===== src/rtl/etr_pkg.sv =====
// ----------------------------------------------------------------------------
// etr_pkg: shared types and constants
// Fixed widths, saturation limits and the sequencer states of the Taylor
// series exponential block.
// ----------------------------------------------------------------------------
`default_nettype none

package etr_pkg;

  localparam int unsigned X_W       = 32;
  localparam int unsigned MAG_W     = 48;
  localparam int unsigned CFG_W     = 6;
  localparam int unsigned CELL_BITS = 6;
  localparam int unsigned NCELL     = MAG_W / CELL_BITS;

  localparam logic [MAG_W-1:0] VAL_ONE = 48'h0001_0000_0000;
  localparam logic [MAG_W-1:0] SAT_POS = 48'h7FFF_FFFF_FFFF;
  localparam logic [MAG_W-1:0] SAT_NEG = 48'h8000_0000_0000;
  localparam logic [CFG_W-1:0] CFG_RST = 6'd8;

  typedef enum logic [2:0] {
    ST_IDLE,
    ST_CHECK,
    ST_MUL,
    ST_RND,
    ST_DIV,
    ST_ACC,
    ST_OUT
  } etr_state_e;

endpackage

`default_nettype wire


===== src/rtl/etr_div_cell.sv =====
// ----------------------------------------------------------------------------
// etr_div_cell: one cell of the divider chain
// Takes CELL_BITS restoring division steps on a small divisor and hands the
// partial remainder, shifted word and sign to the next cell.
// ----------------------------------------------------------------------------
`default_nettype none

module etr_div_cell #(
  parameter int unsigned DW = 6
) (
  input  logic                        clk_i,
  input  logic                        rst_ni,
  input  logic                        valid_i,
  input  logic                        neg_i,
  input  logic [DW-1:0]               div_i,
  input  logic [DW-1:0]               rem_i,
  input  logic [etr_pkg::MAG_W-1:0]   word_i,
  output logic                        valid_o,
  output logic                        neg_o,
  output logic [DW-1:0]               div_o,
  output logic [DW-1:0]               rem_o,
  output logic [etr_pkg::MAG_W-1:0]   word_o
);
  import etr_pkg::*;

  logic [DW:0]      rem_w;
  logic [MAG_W-1:0] word_w;
  logic [DW-1:0]    rem_n;
  logic [MAG_W-1:0] word_n;

  always_comb begin
    rem_n  = rem_i;
    word_n = word_i;
    rem_w  = '0;
    word_w = '0;
    for (int k = 0; k < int'(CELL_BITS); k++) begin
      rem_w  = {rem_n, word_n[MAG_W-1]};
      word_w = {word_n[MAG_W-2:0], 1'b0};
      if (rem_w >= {1'b0, div_i}) begin
        rem_w     = rem_w - {1'b0, div_i};
        word_w[0] = 1'b1;
      end
      rem_n  = rem_w[DW-1:0];
      word_n = word_w;
    end
  end

  always_ff @(posedge clk_i or negedge rst_ni) begin
    if (!rst_ni) begin
      valid_o <= 1'b0;
    end else begin
      valid_o <= valid_i;
    end
  end

  always_ff @(posedge clk_i) begin
    neg_o  <= neg_i;
    div_o  <= div_i;
    rem_o  <= rem_n;
    word_o <= word_n;
  end

endmodule

`default_nettype wire


===== config.mk =====
export PLATFORM = sky130hd
export DESIGN_NAME = etr_div_cell
export DESIGN_NICKNAME = d
export VERILOG_FILES = /design/src/rtl/etr_pkg.sv /design/src/rtl/etr_div_cell.sv
export SDC_FILE = /design/constraint.sdc
export NUM_CORES = 1
export LEC_CHECK = 0
export BUFFER_PORTS_ARGS = -buffer_cell sky130_fd_sc_hd__clkbuf_2
export CAP_MARGIN = 25
export CORE_UTILIZATION = 45
export DETAILED_ROUTE_END_ITERATION = 10
export PLACE_DENSITY = 0.74
export SLEW_MARGIN = 15
export SYNTH_ARGS = -nofsm -noshare
export SYNTH_HDL_FRONTEND = slang
export SYNTH_SLANG_ARGS = --single-unit

===== constraint.sdc =====
create_clock -name clk_i -period 0.8 [get_ports clk_i]
set_input_delay 0.08 -clock clk_i [delete_from_list [all_inputs] [get_ports clk_i]]
set_output_delay 0.08 -clock clk_i [all_outputs]
set_load 0.01 [all_outputs]

==> summary.md, run 1 <==
| Metric | Value |
|---|---|
| Mean post-synth cell area | `roughly 11 um^2` |
| Die X | `roughly 90 um` |
| GP Congestion | `between 0.9 and 1` |
| Buffers on Ports | `125` |
| Stage reached | `global routing (5_1_grt)` |
| H-tree depth | `3` |
| Die H | `88 um` |
| Commonest cells in the netlist | `dfxtp_1 (61), ha_1 (36), inv_1 (28)` |
| Error | `[ERROR DPL-0038] Utilization greater than 100%, impossible to legalize` |
| Dominant cell type by area after synthesis | `dfxtp_1` |
| Rows | `30` |
| Distinct cell type count after synthesis | `57` |
| Post-synth EDFFs | `0` |
| Clock buffer depth | `2` |
| Synthesized flop and latch total | `62` |
| Worst EP kind | `register data pin` |
| Largest net degree at the start of global routing | `14` |
| Most frequent cell after synthesis | `dfxtp_1` |
| Starting Density | `between 40% and 50%` |
| Ports | `around 130` |
| Synth top area share | `between 30% and 40%` |
| Syn_nets | `~420` |
| Synthesized instance count | `between 300 and 400` |
| Synthesized area | `3330 um^2` |
| TritonCTS Buffers | `9` |
| Crit. endpoint post-GRT repair | `rem_o[1]$_DFF_P_/D` |
| CTS Root Cell | `clkbuf_8` |
| Post-DP HPWL | `between 8 and 9 mm` |
| Syn. warnings | `0` |
| Async SR Flop Fraction | `~1.6%` |
| Sequential area share after synthesis | `between 30% and 40%` |
| Post-synth top flop | `dfxtp_1` |
| Setup slack after placement | `-9.08 ns` |
| Top post-synthesis cells by area | `dfxtp_1 (37%), ha_1 (14%), mux2i_1 (4.2%), fa_1 (3.6%), inv_1 (3.2%)` |
| Sink Count | `62` |
| Status | `aborted with a tool error` |
[through the flow]
| step | utilization [%] | setup TNS (ns) | area, um^2 | hold slack, ns | instances |
|---|---|---|---|---|---|
| detailed placement | 73.9 | -82.73 | 5160 | -0.144 | 655 |
| global placement | 73.9 | -77.71 | 5160 | -0.141 | 655 |
| CTS | 90.5 | -80.07 | 6320 | -0.137 | 739 |
| floorplan | - | -79.25 | 3540 | -0.216 | 315 |
[what timing repair did]
action | 4_1_cts
hold buffers | 48
endpoints found under the setup margin | 74
hold endpoints to repair | 49
gates resized for setup | 60
setup buffers | 21
pin swaps | 29
[kinds of logic after synthesis]
| kind of cell | after synthesis | synth area share (%) |
|---|---|---|
| AOI/OAI and AO/OA | 75 | 16.4 |
| xor gates and xnor gates | 17 | 4.47 |
| adders and majority gates | 42 | 17.1 |
| buffers and inverters | 33 | 4.32 |
| DFF | 62 | 37.4 |
| muxes | 30 | 10.4 |
| and+or+nand+nor | 56 | 9.81 |
==> run 2, diff against run 1 <==
--- a/config.mk
+++ b/config.mk
@@ -7,9 +7,9 @@
 export LEC_CHECK = 0
 export BUFFER_PORTS_ARGS = -buffer_cell sky130_fd_sc_hd__clkbuf_2
 export CAP_MARGIN = 25
-export CORE_UTILIZATION = 45
+export CORE_UTILIZATION = 30
 export DETAILED_ROUTE_END_ITERATION = 10
-export PLACE_DENSITY = 0.74
+export PLACE_DENSITY_LB_ADDON = 0.15
 export SLEW_MARGIN = 15
 export SYNTH_ARGS = -nofsm -noshare
 export SYNTH_HDL_FRONTEND = slang
==> run 2 against run 1 <==
The flow now finishes, with violations (negative setup slack). Synthesized cell count unchanged. Synthesized area unchanged.
==> summary.md, run 2 <==
| Metric | Value |
|---|---|
| Fin cells | `between 700 and 800` |
| Die X | `107 um (was 88 um)` |
| RSZ-0062 raised after global routing | `true` |
| TritonCTS Buffers | `9 (unchanged)` |
| Failing checks | `negative setup slack` |
| PwrDens | `between 5000 and 6000 nW/um^2` |
| Die area | `roughly 12000 um^2` |
| Most frequent cells in the layout | `buf_4 (141), clkbuf_2 (63), dlygate4sd3_1 (50)` |
| Total iterations of the first detailed-routing run | `4` |
| Post-synth top flop | `dfxtp_1 (unchanged)` |
| Number of flip-flops in the largest register | `48` |
| Sink Count | `62 (unchanged)` |
| Crit path kind | `in2reg` |
| Status | `finished, violations left (was aborted with a tool error)` |
| Final period utilization | `1140%` |
| Met3 WL | `roughly 350 um` |
| Syn_nets | `421 (unchanged)` |
| Most frequent cell after synthesis | `dfxtp_1 (unchanged)` |
| Worst Hold Class | `in2async` |
| M1 WL | `~4.9 mm` |
| Top post-synthesis cells by area | `dfxtp_1 (37%), ha_1 (14%), mux2i_1 (4.2%), fa_1 (3.6%), inv_1 (3.2%) (unchanged)` |
| First-pass GRT wire length | `~18 mm` |
| Post-synth EDFFs | `0 (unchanged)` |
| Largest net degree at the start of global routing | `14` |
| Period minus WS final | `slightly above 9 ns` |
| Syn. warnings | `0 (unchanged)` |
| Syn-to-layout area delta | `99.5%` |
| Async SR Flop Fraction | `1.61% (unchanged)` |
| Leakage | `approximately 0.0032 uW` |
| Starting Density | `30.7% (was 47.7%)` |
| Commonest non-fill, non-tap cell in the layout | `buf_4` |
| Max-cap violations | `0` |
| Rel. slew slack | `between 60% and 70%` |
| Max Clk Rate | `about 0.11 GHz` |
| GRT Util Overall | `roughly a fifth` |
| Distinct cell type count after synthesis | `57 (unchanged)` |
| TritonCTS clock tree | `done` |
| Worst Hold Margin | `about 0.064 ns` |
| Core area | `approximately 11000 um^2` |
| Initial DRC count | `95` |
| Cell mode on critical path | `a21o_1` |
| Drt wl/cell | `roughly 15 um` |
| Cells after DPL | `705 (was 655)` |
| Synthesized area | `3330 um^2 (unchanged)` |
| Die H | `107 um (was 88 um)` |
| Mean post-synth cell area | `10.6 um^2 (unchanged)` |
| Post-DP HPWL | `8.44 mm (was 8.50 mm)` |
| Synthesized flop and latch total | `62 (unchanged)` |
| Final Util | `roughly three fifths` |
| Crit path largest cell delay | `between 0.4 and 0.5 ns` |
| Initial antenna violation count | `0` |
| Clock buffer depth | `2 (unchanged)` |
| Worst IR Drop VDD | `4.34 mV` |
| Ports | `126 (unchanged)` |
| Largest registers | `word_o x48, div_o x6, rem_o x6` |
| Post-Route WL | `11.8 mm` |
| DR WL met2 | `roughly 6.3 mm` |
| GR Overflow Total | `0` |
| Final-stage net count | `about 750` |
| GP Congestion | `0.839 (was 0.931)` |
| Final setup viols | `between 70 and 80` |
| Post-route antenna net violation count | `0` |
| Worst-Margin Slew | `0.465 ns` |
| CTS Root Cell | `clkbuf_8 (unchanged)` |
| Top sig layer | `met4` |
| Remaining DRCs | `0` |
| Number of max-slew violations in the final report | `0` |
| Number of global-route vias before repair | `roughly 3.7k` |
| Clk pin slew, worst setup/hold paths | `0.07 ns` |
| Top reg by flops | `word_o` |
| Drt via density | `approximately 4.5` |
| Rows | `38 (was 30)` |
| Dominant cell type by area after synthesis | `dfxtp_1 (unchanged)` |
| Diode count | `0` |
| DR vias | `about 3.6k` |
| Worst EP arrival | `9.32 ns` |
| Buffers on Ports | `125 (unchanged)` |
| Final WS setup | `-8.30 ns` |
| Critical path startpoint category | `primary input` |
| CP required | `1.02 ns` |
| Area after DPL | `5260 um^2 (was 5160 um^2)` |
| Setup_tns | `-77.53 ns` |
| H-tree depth | `3 (unchanged)` |
| Ratio of cells with drive above 1 in the final layout | `between 60% and 70%` |
| Critical path's slowest cell | `a2111oi_4` |
| Synthesized instance count | `315 (unchanged)` |
| Commonest cells in the netlist | `dfxtp_1 (61), ha_1 (36), inv_1 (28) (unchanged)` |
| Final hold vios | `0` |
| Synth top area share | `36.7% (unchanged)` |
| Fin area | `approximately 6600 um^2` |
| Worst Setup End Kind | `flop` |
| Sequential area share after synthesis | `37.4% (unchanged)` |
| Max FO, Critical Path | `7` |
==> run 2: cell counts after synthesis <==
No cell type changed its count.
==> run 2: timing repair <==
item / 4_1_cts / 5_1_grt
hold buffers: 50 / 0
hold endpoints to repair: 50 / 0
buffers inserted: 7 / 11
pin swaps: 23 / 28
gates resized for setup: 40 / 131
setup endpoints to repair: 74 / 74
==> run 2: how the worst max path moves through the flow <==
stage / cells past startpoint / from / to
after floorplan: 51 / div_i[4] / rem_o[3]
after global placement: 47 / div_i[1] / rem_o[4]
after detailed placement: 48 / div_i[4] / rem_o[2]
after CTS: 46 / div_i[4] / rem_o[2]
after global routing: 48 / div_i[4] / rem_o[4]
final: 48 / div_i[4] / rem_o[2]
==> run 2: cells by family after synthesis <==
group	Yosys count	synth area share (%)
buffers and inverters	33	4.32
adders and majority gates	42	17.1
AOI/OAI and AO/OA	75	16.4
xor gates and xnor gates	17	4.47
muxes	30	10.4
and+or+nand+nor	56	9.81
DFF	62	37.4
==> run 2: stage by stage <==
stage	setup slack (ns)	power, uW
after floorplan	-8.80	20800
after global placement	-8.86	28600
after detailed placement	-9.06	28800
after CTS	-8.40	35500
after global routing	-8.64	39400
final	-8.30	37000
==> run 2: layout make-up <==
class	count	area (um^2)
tap	140	175
clock inverter	7	128
timing repair buffer	321	2400
clock buffer	9	124
multi-input combinational	220	2420
sequential	62	1270
inverter	29	119
fill	871	4200
==> run 2: layer usage <==
metal | vias to the layer above | GRT usage, %
li1 | 1786 | -
met1 | 1707 | 22.9
met2 | 78 | 38.7
met3 | 12 | 3.87
met4 | 0 | 5.97
met5 | - | 0
==> run 2: worst max-delay path: cells and delay by family <==
family / cells / cell delay [ns]
AOI/OAI and AO/OA: 23 / 4.44
adders and majority gates: 6 / 1.34
buffers and inverters: 6 / 0.49
muxes: 7 / 2.00
and+or+nand+nor: 6 / 0.97
==> run 2: power breakdown <==
| group | internal [uW] | switching, uW | total [uW] |
|---|---|---|---|
| Combinational | 17500 | 12200 | 29700 |
| Sequential | 3720 | 135 | 3850 |
| Clock | 2120 | 1320 | 3430 |
Note: power is estimated with default switching activity, not from simulation.
